--- config.mk ---
export PLATFORM = sky130hd
export DESIGN_NAME = rss_sqrt
export DESIGN_NICKNAME = d
export VERILOG_FILES = /design/src/hdl/rss_pkg.sv /design/src/hdl/rss_sqrt.sv
export SDC_FILE = /design/constraint.sdc
export NUM_CORES = 1
export LEC_CHECK = 0
export BUFFER_PORTS_ARGS = -buffer_cell sky130_fd_sc_hd__buf_2
export CORE_MARGIN = 1.5
export CORE_UTILIZATION = 40
export DETAILED_ROUTE_END_ITERATION = 10
export RECOVER_POWER = 25
export SLEW_MARGIN = 10
export SYNTH_ARGS = -nofsm -noshare
export SYNTH_HDL_FRONTEND = slang
export SYNTH_SLANG_ARGS = --single-unit
export TNS_END_PERCENT = 50
--- constraint.sdc ---
create_clock -name clk -period 7.2 [get_ports clk]
set_clock_uncertainty 0.15 [all_clocks]
set_input_delay 0.36 -clock clk [delete_from_list [all_inputs] [get_ports clk]]
set_output_delay 0.36 -clock clk [all_outputs]
set_load 0.01 [all_outputs]
--- src/hdl/rss_pkg.sv ---
// Shared constants, types and state codes for the running size statistics unit.
package rss_pkg;

  localparam int CATEGORIES = 16;
  localparam int CAT_AW     = (CATEGORIES > 1) ? $clog2(CATEGORIES) : 1;
  localparam int CAT_EW     = 16;

  typedef struct packed {
    logic busy;
    logic done;
  } iter_stat_t;

  typedef enum logic [6:0] {
    ST_IDLE = 7'b0000001,
    ST_DIV1 = 7'b0000010,
    ST_MAG2 = 7'b0000100,
    ST_MULT = 7'b0001000,
    ST_ACC  = 7'b0010000,
    ST_WORK = 7'b0100000,
    ST_OUT  = 7'b1000000
  } state_t;

endpackage

--- src/hdl/rss_sqrt.sv ---
// Digit-by-digit square root of a Q48.16 value, two radicand bits per cycle.
module rss_sqrt (
  input  logic               clk,
  input  logic               rst,
  input  logic               start,
  input  logic [63:0]        value,
  output rss_pkg::iter_stat_t stat,
  output logic [39:0]        root
);

  logic [79:0] rad;
  logic [42:0] rem;
  logic [5:0]  cnt;
  logic        run;
  logic        done;
  logic [42:0] rem_sh;
  logic [42:0] trial;
  logic        fit;

  assign rem_sh = {rem[40:0], rad[79:78]};
  assign trial  = {1'b0, root, 2'b01};
  assign fit    = rem_sh >= trial;

  always_ff @(posedge clk) begin
    if (rst) begin
      run  <= 1'b0;
      done <= 1'b0;
      cnt  <= '0;
    end else begin
      done <= 1'b0;
      if (start) begin
        run <= 1'b1;
        cnt <= 6'd39;
      end else if (run) begin
        cnt <= cnt - 6'd1;
        if (cnt == 6'd0) begin
          run  <= 1'b0;
          done <= 1'b1;
        end
      end
    end
  end

  always_ff @(posedge clk) begin
    if (start) begin
      rad  <= {value, 16'd0};
      rem  <= '0;
      root <= '0;
    end else if (run) begin
      rad  <= {rad[77:0], 2'b00};
      rem  <= fit ? (rem_sh - trial) : rem_sh;
      root <= {root[38:0], fit};
    end
  end

  assign stat.busy = run;
  assign stat.done = done;

endmodule

Word-level counts from Yosys, hierarchy flattened
Index checks and enable logic that the tools add are counted.
{ "word_totals": {"ff_bits": 153, "in_bits": 67, "out_inout_bits": 42, "word_cells": 24} }
{ "classes": {"addsub": 2, "magnitude_cmp": 1, "mux": 9, "n_bitwise": 1, "reduce_logical": 4} }
{ "ops": {"columns": ["operator", "n"], "rows": [
  ["two-way mux 80 bit", 2],
  ["greater-or-equal comparator 43 x 42 -> 1 bit", 1],
  ["two-way mux 41 bit", 1],
  ["subtractor 41 bit", 1],
  ["two-way mux 6 bit", 2],
  ["logical NOT 6 bit", 1],
  ["subtractor 6 x 1 -> 6 bit (second input constant)", 1],
  ["two-way mux 1 bit", 4],
  ["OR reduction 3 bit", 1],
  ["nonzero test 2 bit", 1],
  ["OR reduction 2 bit", 1],
  ["inverter 1 bit", 1]
]} }

Logic depth before layout (Yosys ltp)
{ "logic_depth": {"depth_word": 4, "depth_mapped": 14, "mapped_depth_nobuf": 11} }

Least setup slack after synthesis
Ideal clock, no wire load.
{ "synth_path": {"path_type": "register to register", "from": "reg root[1]", "to": "reg rem[40]", "setup_ps": 130, "t_arrival_ps": 2867, "t_required_ps": 6920, "setup_slack_ps": 4052, "path_stages_with_launch": 12, "synth_period_minus_slack_ps": 3148, "cell_sequence": "dfxtp_1 inv_1 ha_1 o21ai_1 a21oi_1 a211o_1 o311a_1 a2111oi_4 o31ai_1 a221oi_1 xor2_1 o31ai_1"} }
{ "synth_between": {"elab_chain_len": 2, "word_cells_on_any_way": 3, "classes_between": "add/sub (1); order compare (1); mux (1)"} }
{ "synth_rtl": {"columns": ["item", "line_no", "text"], "rows": [
  ["start, declared", "rss_sqrt.sv:8", "output logic [39:0] root"],
  ["start signal, assigned", "rss_sqrt.sv:52", "root <= {root[38:0], fit};"],
  ["subtractor 41 bit / greater-or-equal comparator 43 x 42 -> 1 bit (equally long branches)", "rss_sqrt.sv:51, rss_sqrt.sv:22", null],
  ["two-way mux 41 bit (*)", "rss_sqrt.sv:51", "rem <= fit ? (rem_sh - trial) : rem_sh;"],
  ["end signal, assigned", "rss_sqrt.sv:51", null],
  ["end, declared", "rss_sqrt.sv:12", "logic [42:0] rem;"]
]} }
Mark *: on every way between the ends. The rest lies on a longest branch, timed or not.
A chain may end at the register's enable or synchronous reset.

==> impl_summary.md <==
Routing
After detailed routing, the number of remaining DRC violations is 0. The final route contains 6604 vias. The average wire per cell in the routed design is 15.34 um. The first routing iteration left 317 violations. The detailed-route wire length is 19.22 mm. The detailed-router iteration count before antenna repair is 5. Once detail routing completed, the nets flagged for antenna violations numbered 0.

Dividing the detail-routed via count by the number of cells gives ~5.3.

Worst setup path
The maximum net fanout on the critical path is 75. The type of the setup path with the least slack is input pin to flop. The critical path goes through clkbuf_1 > inv_1 > nand2_1 > a41oi_1 > nand4b_1 > o311ai_0. STA puts the critical path data required time at 7.33 ns. STA classifies the critical path startpoint as an input pin. The slowest cell on the critical path is clkbuf_1.

At the worst endpoint, the arrival time is 4.65 ns. For this run, the slowest stage of the critical path takes 2.48 ns. The worst setup path is captured at a flop.

Synth
After synthesis, the mean cell area works out to 9.850 sq um. Of the synthesized area, sequential elements account for between 40 and 50%. The synthesized netlist net count is 997. After synthesis, the largest area contributor takes up 22.02% of total cell area.

The count of unique library cells instantiated by Yosys is 60. In the synthesized netlist, the number of instances is 886. The cell type with the highest aggregate area in the netlist is edfxtp_1. After synthesis the netlist holds a flip-flop and latch count of 153. The async set-reset flop share out of synthesis is 0%. For this run, the number of Yosys warnings is 0. After synthesis the cells add up to 8727 sq um. Yosys attributes the largest share of cell area to edfxtp_1 22%, dfxtp_1 20%, mux2_2 8.1%, mux2i_1 7.2%, ha_1 6.3%.

The top flip-flop cell by instance count after synthesis is dfxtp_1. Yosys mapped a number of flops with a built-in enable equal to between 60 and 70.

Global route
The initial antenna violation count is 1. Entering global routing, the biggest net connects 81 pins. Global routing finished with a remaining overflow of 0. The number of global-route vias before repair is about 6400. The global routing usage summed across all routing layers is approximately 18%. The first global-routing pass estimated 31.89 mm of wire.

Timing
Setup violations remaining at the end of the flow were counted as 0. The final critical-path share of the clock period is 62.78%. For the final routed database, the setup TNS stands at 0 ns. The number of pins exceeding their max-slew limit in the final report came to 76. Headroom to the max-slew limit came out at -140.0%. Setup repair after global routing left no endpoint under its margin. The minimum period implied by the final worst setup slack is 4.520 ns. The final hold violation count came to 0. The highest attainable clock frequency is 0.2212 GHz. At the pin with the least slew margin, the transition time is approximately 3.6 ns.

Finish
The count of cells in the finished layout, fillers not included, comes to 1253. After the last flow step, the layout net total stands at around 1100. The filler cell count is 2040. Of the cells placed in the final design, the portion with a size suffix greater than 1 is about a fifth.

Compared with the post-synthesis result, the final layout area differs by 14.52%.

CTS
The number of H-tree levels is 4. The buffer type at the clock tree root is clkbuf_16. The number of buffers created by CTS is 17. For the worst-skew pair, the clock arrives at the later sink with an insertion delay of between 0.4 and 0.5 ns. The number of hold buffers added after CTS is 0. The total setup buffers inserted after CTS is 0. The largest buffer count on any clock path is 2. The clock drives approximately 150 sinks. In this run, post-CTS repair resized a total of 0 instances. The clock tree from TritonCTS is built. The clock slew at the register clock pins of the worst setup and hold paths is 0.08 ns.

Power
The internal power is 2344 uW. Across the VDD grid, the largest voltage drop is 203.4 uV. Sequential cells account for 27.4% of the total power. Combinational cells account for 49.1% of the total power. In this run the static leakage power is 0.004059 uW. The net switching power is 1662 uW. The proportion of power drawn by the clock network is 23.4%. In this run the power density over the cells is approximately 400 nW/um^2. Net switching is 41.49% of the power.

Place
The post-detailed-placement half-perimeter wirelength is approximately 13 mm. Buffers placed on the I/O ports in this run total 108. The placer's final routability congestion estimate is 0.8779. In this run, placement finished with an instance count of ~1200.

Die
During I/O placement, the number of pins put on the boundary was 109. After floorplanning, the core was divided into 53 placement rows. For this configuration, the core starts out at a cell density of 41.13%. The die covers 22710 sq um. The floorplan die height is 150.7 um. The die width is 150.7 um. The core area is 21220 sq um.

Outcome
The final reports fail on capacitance limit, slew limit. The flow ran to the end, but the final reports show violations.

Run
Max-cap violations in this run came to 1.

Hold path
The type of the most critical hold path is input pin to flop.
==> kinds of logic after synthesis <==
kind of cell	count (synthesis)	share of synthesized area (%)
DFF	153	42.44
AOI/OAI and AO/OA	192	15.21
xor gates and xnor gates	37	3.713
muxes	126	15.35
adders and majority gates	44	6.308
and+or+nand+nor	222	11.61
buffers and inverters	112	5.362
==> synth_stat cells, types with 11 or more instances <==
cell,count
nor2_1,106
dfxtp_1,89
edfxtp_1,64
mux2_2,63
mux2i_1,63
inv_1,59
a21oi_1,44
ha_1,44
nand2_1,42
clkbuf_1,38
a211oi_1,31
o21ai_0,29
a21o_1,27
xnor2_1,24
xor2_1,13
nand3_1,11
==> final cells by class <==
type | instances | area [sq um] | area share, %
Inverter | 59 | 221.5 | 2.216
Sequential cell | 153 | 3707 | 37.09
Clock inverter | 15 | 201.4 | 2.016
Timing Repair Buffer | 112 | 534.3 | 5.346
Antenna cell | 1 | 2.502 | 0.02504
Clock buffer | 17 | 425.4 | 4.256
Tap cell | 275 | 344.1 | 3.443
Multi-Input combinational cell | 621 | 4558 | 45.61
==> worst paths after layout <==
path / slack [ns] / endpoint / cells past startpoint / startpoint
min reg2reg: 0.35 / rem[11]$_SDFFE_PP0P_ / 2 / rem[11]$_SDFFE_PP0P_
min: 0.05 / rad[16]$_SDFFCE_PN0P_ / 2 / value[0]
max reg2reg: 2.85 / rem[9]$_SDFFE_PP0P_ / 12 / root[0]$_SDFFE_PP0P_
max: 2.68 / rem[33]$_SDFFE_PP0P_ / 6 / start
==> stage by stage <==
stage	utilization (%)	total power (uW)	hold slack (ns)	setup WS (ns)	area [sq um]
6_report	47.10	4006	0.04819	2.680	9995
5_1_grt	47.09	4325	0.04018	2.112	9992
3_5_place_dp	44.32	3081	0.3484	2.988	9404
2_1_floorplan	-	2755	0.3172	4.052	8727
3_3_place_gp	44.32	3082	0.3351	3.179	9404
4_1_cts	47.27	4046	0.03540	2.968	10030
==> per-layer routing <==
metal  global-route usage, %  wire [um]
met1                   23.87       9249
met2                   27.39       8675
met3                   4.818        992
met4                   6.068        301
met5                       0          0
==> layout by cell type, fill, tap and decap left out, drive strengths merged, types with 5 or more instances in the layout <==
cell      n
nand3    11
mux2i    63
and3      6
or3       5
a211oi   33
o21ai    31
nor3b     7
a311oi    7
nand2    42
dfxtp    89
nor3     10
xnor2    24
o22ai     5
a21o     27
nand4    10
buf      83
and2      5
clkbuf   46
edfxtp   64
o21bai    6
nand2b    7
a21oi    44
xor2     13
o31ai     8
inv      70
nor2    106
nor2b     5
mux2     63
ha       44
==> power by group through the flow <==
stage / sequential [uW] / combinational, uW / clock [uW]
6_report: 1100 / 1970 / 939
3_3_place_gp: 1120 / 1970 / 0
3_5_place_dp: 1120 / 1960 / 0
4_1_cts: 1100 / 1980 / 966
2_1_floorplan: 1090 / 1670 / 0
5_1_grt: 1110 / 2210 / 1000
==> state kept, by name, indices dropped and copies added, names as in the netlist <==
name / cells
rem: 41
rad: 64
done: 1
run: 1
root: 40
cnt: 6
==> worst max-delay path: cells and delay by family <==
family	cells	cell delay (ns)
AND/OR/NAND/NOR	2	0.76
buffers and inverters	2	3.26
AO/OA/AOI/OAI	2	0.22
No activity file was read; power rests on OpenSTA's default activity.
