$ cat src/hdl/rss_pkg.sv
// Shared constants, types and state codes for the running size statistics unit.
package rss_pkg;

  localparam int CATEGORIES = 16;
  localparam int CAT_AW     = (CATEGORIES > 1) ? $clog2(CATEGORIES) : 1;
  localparam int CAT_EW     = 16;

  typedef struct packed {
    logic busy;
    logic done;
  } iter_stat_t;

  typedef enum logic [6:0] {
    ST_IDLE = 7'b0000001,
    ST_DIV1 = 7'b0000010,
    ST_MAG2 = 7'b0000100,
    ST_MULT = 7'b0001000,
    ST_ACC  = 7'b0010000,
    ST_WORK = 7'b0100000,
    ST_OUT  = 7'b1000000
  } state_t;

endpackage

$ cat src/hdl/rss_divider.sv
// Restoring divider, 64-bit dividend by 32-bit divisor, one quotient bit per cycle.
module rss_divider (
  input  logic               clk,
  input  logic               rst,
  input  logic               start,
  input  logic [63:0]        dividend,
  input  logic [31:0]        divisor,
  output rss_pkg::iter_stat_t stat,
  output logic [63:0]        quotient
);

  logic [31:0] rem;
  logic [31:0] dsr;
  logic [5:0]  cnt;
  logic        run;
  logic        done;
  logic [32:0] rem_sh;
  logic        fit;

  assign rem_sh = {rem, quotient[63]};
  assign fit    = rem_sh >= {1'b0, dsr};

  always_ff @(posedge clk) begin
    if (rst) begin
      run  <= 1'b0;
      done <= 1'b0;
      cnt  <= '0;
    end else begin
      done <= 1'b0;
      if (start) begin
        run <= 1'b1;
        cnt <= 6'd63;
      end else if (run) begin
        cnt <= cnt - 6'd1;
        if (cnt == 6'd0) begin
          run  <= 1'b0;
          done <= 1'b1;
        end
      end
    end
  end

  always_ff @(posedge clk) begin
    if (start) begin
      quotient <= dividend;
      dsr      <= divisor;
      rem      <= '0;
    end else if (run) begin
      quotient <= {quotient[62:0], fit};
      rem      <= fit ? 32'(rem_sh - {1'b0, dsr}) : rem_sh[31:0];
    end
  end

  assign stat.busy = run;
  assign stat.done = done;

endmodule

$ cat config.mk
export PLATFORM = sky130hd
export DESIGN_NAME = rss_divider
export DESIGN_NICKNAME = d
export VERILOG_FILES = /design/src/hdl/rss_pkg.sv /design/src/hdl/rss_divider.sv
export SDC_FILE = /design/constraint.sdc
export NUM_CORES = 1
export LEC_CHECK = 0
export ABC_AREA = 0
export BUFFER_PORTS_ARGS = -buffer_cell sky130_fd_sc_hd__buf_2
export CAP_MARGIN = 20
export CELL_PAD_IN_SITES_DETAIL_PLACEMENT = 0
export CELL_PAD_IN_SITES_GLOBAL_PLACEMENT = 1
export CORE_MARGIN = 10
export CORE_UTILIZATION = 38
export DETAILED_ROUTE_END_ITERATION = 10
export HOLD_SLACK_MARGIN = 0.03
export PLACE_DENSITY_LB_ADDON = 0.1
export SLEW_MARGIN = 20
export SYNTH_ARGS = -nofsm -noshare
export SYNTH_HDL_FRONTEND = slang
export SYNTH_SLANG_ARGS = --single-unit
$ cat constraint.sdc
create_clock -name clk -period 2.7 [get_ports clk]
set_input_delay 0.135 -clock clk [delete_from_list [all_inputs] [get_ports clk]]
set_output_delay 0.135 -clock clk [all_outputs]
set_load 0.03 [all_outputs]
======== Yosys cells after proc, flatten, opt, wreduce, memory -nomap -nowiden ========
Cells that the tools add are included.
operators by class
  $add $sub $neg .......................... 2
  multiply operators ...................... 0
  divide/modulo/power cells ............... 0
  order comparisons ....................... 1
  equal/unequal tests ..................... 0
  shift-type cells ........................ 0
  multiplexer cells ....................... 9
  bitwise logic cells ..................... 1
  reductions and logical operators ........ 3
operators by type and width
  cell                   count
  $mux W64               2
  $ge A33 B32 Y1         1
  $mux W32               1
  $sub A32 B32 Y32       1
  $mux W6                2
  $logic_not A6 Y1       1
  $sub A6 B1 Y6 const B  1
  $mux W1                4
  $reduce_or A3 Y1       1
  $reduce_bool A2 Y1     1
  $not A1 Y1             1
storage, ports and cells
  flip-flop bits (word level) ............. 136
  latch bits .............................. 0
  bits in writable memories ............... 0
  memory bits (read-only) ................. 0
  input bits .............................. 99
  output and inout port bits .............. 66
  word-level logic and storage cells ...... 22
  memories ................................ 0

======== Logic depth before layout (Yosys ltp) ========
  depth in word-level cells ............... 4
  depth in mapped cells ................... 13
  mapped depth without buffers ............ 12

======== Worst setup path before layout ========
OpenSTA, ideal clock, no wires.
  kind .................................... reg2reg
  from .................................... reg quotient[63]
  to ...................................... reg rem[28]
  library setup time ...................... 0.120 ns
  data arrival time ....................... 2.607 ns
  required time ........................... 2.580 ns
  slack ................................... -0.027 ns
  cell stages (with the launch flop) ...... 13
  path buffers ............................ 0
  period minus slack after synthesis ...... 2.727 ns
  cells stage by stage .................... edfxtp_1 inv_1 ha_1 fa_1 nor2b_1 o211ai_1 a31oi_1 nor2_1 o211ai_1 a2111oi_0 nor3_1 nor3_1 a211o_1
on the way
  cells in the longest elaborated chain, start to end .. 2
  elaborated cells between the ends (all ways) .. 3
  classes of those cells .................. 1 x add/sub; 1 x order compare; 1 x mux
ends and longest elaborated chain
  element                                             line                                  RTL
  start, declared                                     rss_divider.sv:9                      output logic [63:0] quotient
  start signal, assigned                              rss_divider.sv:45                     quotient <= dividend;
  start signal, assigned                              rss_divider.sv:49                     quotient <= {quotient[62:0], fit};
  $sub A32 B32 Y32 or $ge A33 B32 Y1 (tied branches)  rss_divider.sv:50, rss_divider.sv:21
  $mux W32 *                                          rss_divider.sv:50                     rem <= fit ? 32'(rem_sh - {1'b0, dsr}) : rem_sh[31:0];
  end signal, assigned                                rss_divider.sv:50
  end, declared                                       rss_divider.sv:12                     logic [31:0] rem;
Every way passes the cells marked *; elsewhere a longest branch is shown, timed or not.
A chain may end at the register's enable or synchronous reset.

======== Worst setup path after layout ========
  from .................................... reg dsr[1]
  to ...................................... reg rem[5]
on the way
  cells in the longest elaborated chain, start to end .. 2
  elaborated cells between the ends (all ways) .. 3
  classes of those cells .................. 1 x add/sub; 1 x order compare; 1 x mux
ends and longest elaborated chain
  element                                             line                                  RTL
  start, declared                                     rss_divider.sv:13                     logic [31:0] dsr;
  start signal, assigned                              rss_divider.sv:46                     dsr <= divisor;
  $sub A32 B32 Y32 or $ge A33 B32 Y1 (tied branches)  rss_divider.sv:50, rss_divider.sv:21
  $mux W32 *                                          rss_divider.sv:50
Marked as above.

==> reports/metrics.cfg <==
[final_layout]
drive_above_1_share = 0.3682
mostFrequentLayoutCells = buf_2, edfxtp_1, dlygate4sd3_1
final_util = 0.5546
finish.instance_area_mm2 = 0.01041
fillers = 1630
syn2layout_area_growth_pct = 43.26
final_nets = 1096
final_common_cell = buf_2
antenna_cells = 0

[pwr]
p_sw_mw = 2.010
peakVddDrop_mv = 0.4263
p_leak_nw = 4.509
powerDensity_mw_per_mm2 = 625.7
p_sw_frac = 0.3086
power_frac_clock = 0.352
total_power_mw = 6.513
power.internal_mw = 4.503
seqPwrFrac = 0.394
comb_power_share = 0.253

[logic_synthesis]
ys.flop_type = edfxtp_1
async_reset_ff_frac = 0
synth.avg_cell_area_um2 = 11.13
ys_ff_latch = 136
syn_nets = 787
synth_edf_count = 96
synth_cell_type_count = 59
seq_area_frac_synth = 0.5070
netlist_area_mm2 = 0.007266
synthTopCellsByArea = edfxtp_1, dfxtp_1, mux2_2, ha_1, nor2_1
syn_inst = 653
yosysTopAreaCell = edfxtp_1
synth_top_area_share = 0.3968
ys_warn_count = 0

[detailed_routing]
ant_nets = 0
drtPass1Iterations = 4
via_per_inst = 5.020
drt_wl_total_mm = 20.25
drtIter0Drc = 299
wl_per_cell_um = 16.75
vias = 6069
drc_errors = 0

[critical_path]
r2r_start = dsr[1]
r2r-end = rem[5]
cp-start-kind = flip-flop
path_buf_inv = 3
cp_cell_sequence = inv_1 -> ha_1 -> nor2b_1 -> o2111a_1 -> o21ai_2 -> a21oi_2 -> a31o_2 -> a41oi_4 -> buf_12 -> buf_8 -> o31a_1 -> a211oi_2
worst_setup_path_end_kind = flip-flop
path_class = flip-flop to flip-flop
cp_data_required_time_ns = 3.05
max_stage_delay_ns = 0.35
crit_fanout = 16
cp_top_family = compound AO/OA/AOI/OAI gates
crit_arrival_ns = 2.96
reg2reg_slack_ns = 0.09
reg2regPathDepth = 12
crit_slowest_cell = edfxtp_1

[placed_design]
placed_cell_area_mm2 = 0.008640
dpl.hpwl_mm = 14.03
globalplace.congestion = 0.8492
port_buffers = 164

[cts]
cts_root_buffer = clkbuf_16
clock_latency_ns = 0.43
clockBufferDepth = 2
cts_max_level = 4
cts_sinks = 136
clk_pin_slew_ns = 0.06
cts_tree = yes
cts_inserted_buffers = 17

[sta]
relSlewSlack = 0.4464
fin_crit_ns = 2.608
rsz0062_at_grt = yes
finalCritPeriodShare = 0.9659
fin_worst_skew_ns = 0.01411
finalHoldViolCount = 0
fin_hold_ws_ns = 0.05587
setup_viol = 0
final-max-slew-violation-count = 0
fmax_ghz = 0.3835
worstMarginPinSlew_ns = 0.8273

[min_path]
hold_path_end = quotient[63]
hold_start = dividend[63]
hold_depth = 2
worstHoldPathType = input port to flip-flop

[floorplan]
die_w_um = 158.3
die_h_um = 158.3
start_util = 0.3871
core_mm2 = 0.01877
row_count = 50
die-area_mm2 = 0.02505
ios = 165

[grt]
grt-busiest-layer = met2
grt_max_degree = 84
grt_usage = 0.1643
grt_util_met1 = 0.1927
gr-usage-met2 = 0.2641
antenna_found_initial = 0
grt_pass1_wl_mm = 32.86
overflow = 0
met3_usage = 0.07420
grt_pass1_vias = 6502

[job]
drv_cap = 0

[run_status]
status = finished clean

[repair_timing]
| item | 4_1_cts | 5_1_grt |
|---|---|---|
| endpoints found under the hold margin | 105 | 0 |
| pin swaps | 3 | 29 |
| resized for setup | 10 | 31 |
| hold buffers | 96 | 0 |
| setup buffers | 2 | 7 |
| setup endpoints to repair | 28 | 33 |
[metal layers]
layer	wire length, um	vias up
met5	0	-
met4	295	0
met3	1734	20
met2	9579	159
met1	8639	2866
li1	-	3024
[layout make-up]
| type | count | area (um2) | share of cell area |
|---|---|---|---|
| Tap cell | 234 | 292.8 | 0.02813 |
| Multi-Input combinational cell | 442 | 3393 | 0.3260 |
| Timing Repair Buffer | 320 | 2300 | 0.2209 |
| Clock buffer | 18 | 429.2 | 0.04123 |
| Clock inverter | 14 | 141.4 | 0.01358 |
| Inverter | 45 | 168.9 | 0.01623 |
| Sequential cell | 136 | 3684 | 0.3539 |
[registers in the layout, summed over array words and instances, names as in the netlist]
| signal | count |
|---|---|
| quotient | 64 |
| dsr | 32 |
| rem | 32 |
| cnt | 6 |
| done | 1 |
| run | 1 |
[Yosys cell counts, drive strengths merged (5+ instances only)]
| master | instances |
|---|---|
| a32oi | 6 |
| nand2 | 27 |
| ha | 34 |
| buf | 8 |
| mux2 | 64 |
| a21o | 14 |
| inv | 45 |
| nor3 | 11 |
| dfxtp | 40 |
| clkbuf | 22 |
| xor2 | 10 |
| mux2i | 8 |
| xnor2 | 20 |
| a211oi | 21 |
| nand2b | 7 |
| nand4 | 5 |
| edfxtp | 96 |
| nor2b | 7 |
| o21ai | 32 |
| o211ai | 5 |
| nand3 | 6 |
| a21oi | 49 |
| nor2 | 66 |
[how the worst max path moves through the flow]
stage                  from       to  slack [ns]  cells past startpoint
5_1_grt             dsr[13]  rem[28]       -0.10                     11
3_3_place_gp        dsr[22]  rem[24]       -0.01                     11
4_1_cts             dsr[22]  rem[26]       -0.01                     12
2_1_floorplan  quotient[63]  rem[28]       0.007                     12
3_5_place_dp   quotient[63]  rem[28]       -0.10                     13
6_report             dsr[1]   rem[5]        0.09                     12
[cell families (layout without fill, tap and decap cells)]
kind of cell,after synthesis,after routing,synth area share
compound gates,157,157,0.1447
xor+xnor,30,30,0.03616
fa+ha+maj,35,35,0.06131
buf+inv,75,397,0.04391
flops,136,136,0.5070
mux,72,72,0.1102
simple gates,148,148,0.09678
[per-stage QoR]
| step | TNS [ns] | std cells | worst slack, ns |
|---|---|---|---|
| after floorplan | 0 | 653 | 0.007104 |
| after global placement | -0.03954 | 1072 | -0.01254 |
| after detailed placement | -0.9226 | 1072 | -0.1009 |
| after CTS | -0.009915 | 1202 | -0.009885 |
| after global routing | -0.3828 | 1209 | -0.1019 |
| final | 0 | 1209 | 0.09214 |
[power by group through the flow]
stage	combinational [mW]	clock [mW]	sequential, mW
final	1.65	2.29	2.57
after global routing	1.81	2.46	2.60
after CTS	1.60	2.35	2.57
after detailed placement	1.46	0	2.60
after floorplan	0.778	0	2.80
after global placement	1.45	0	2.60
(Power assumes the default switching activity.)
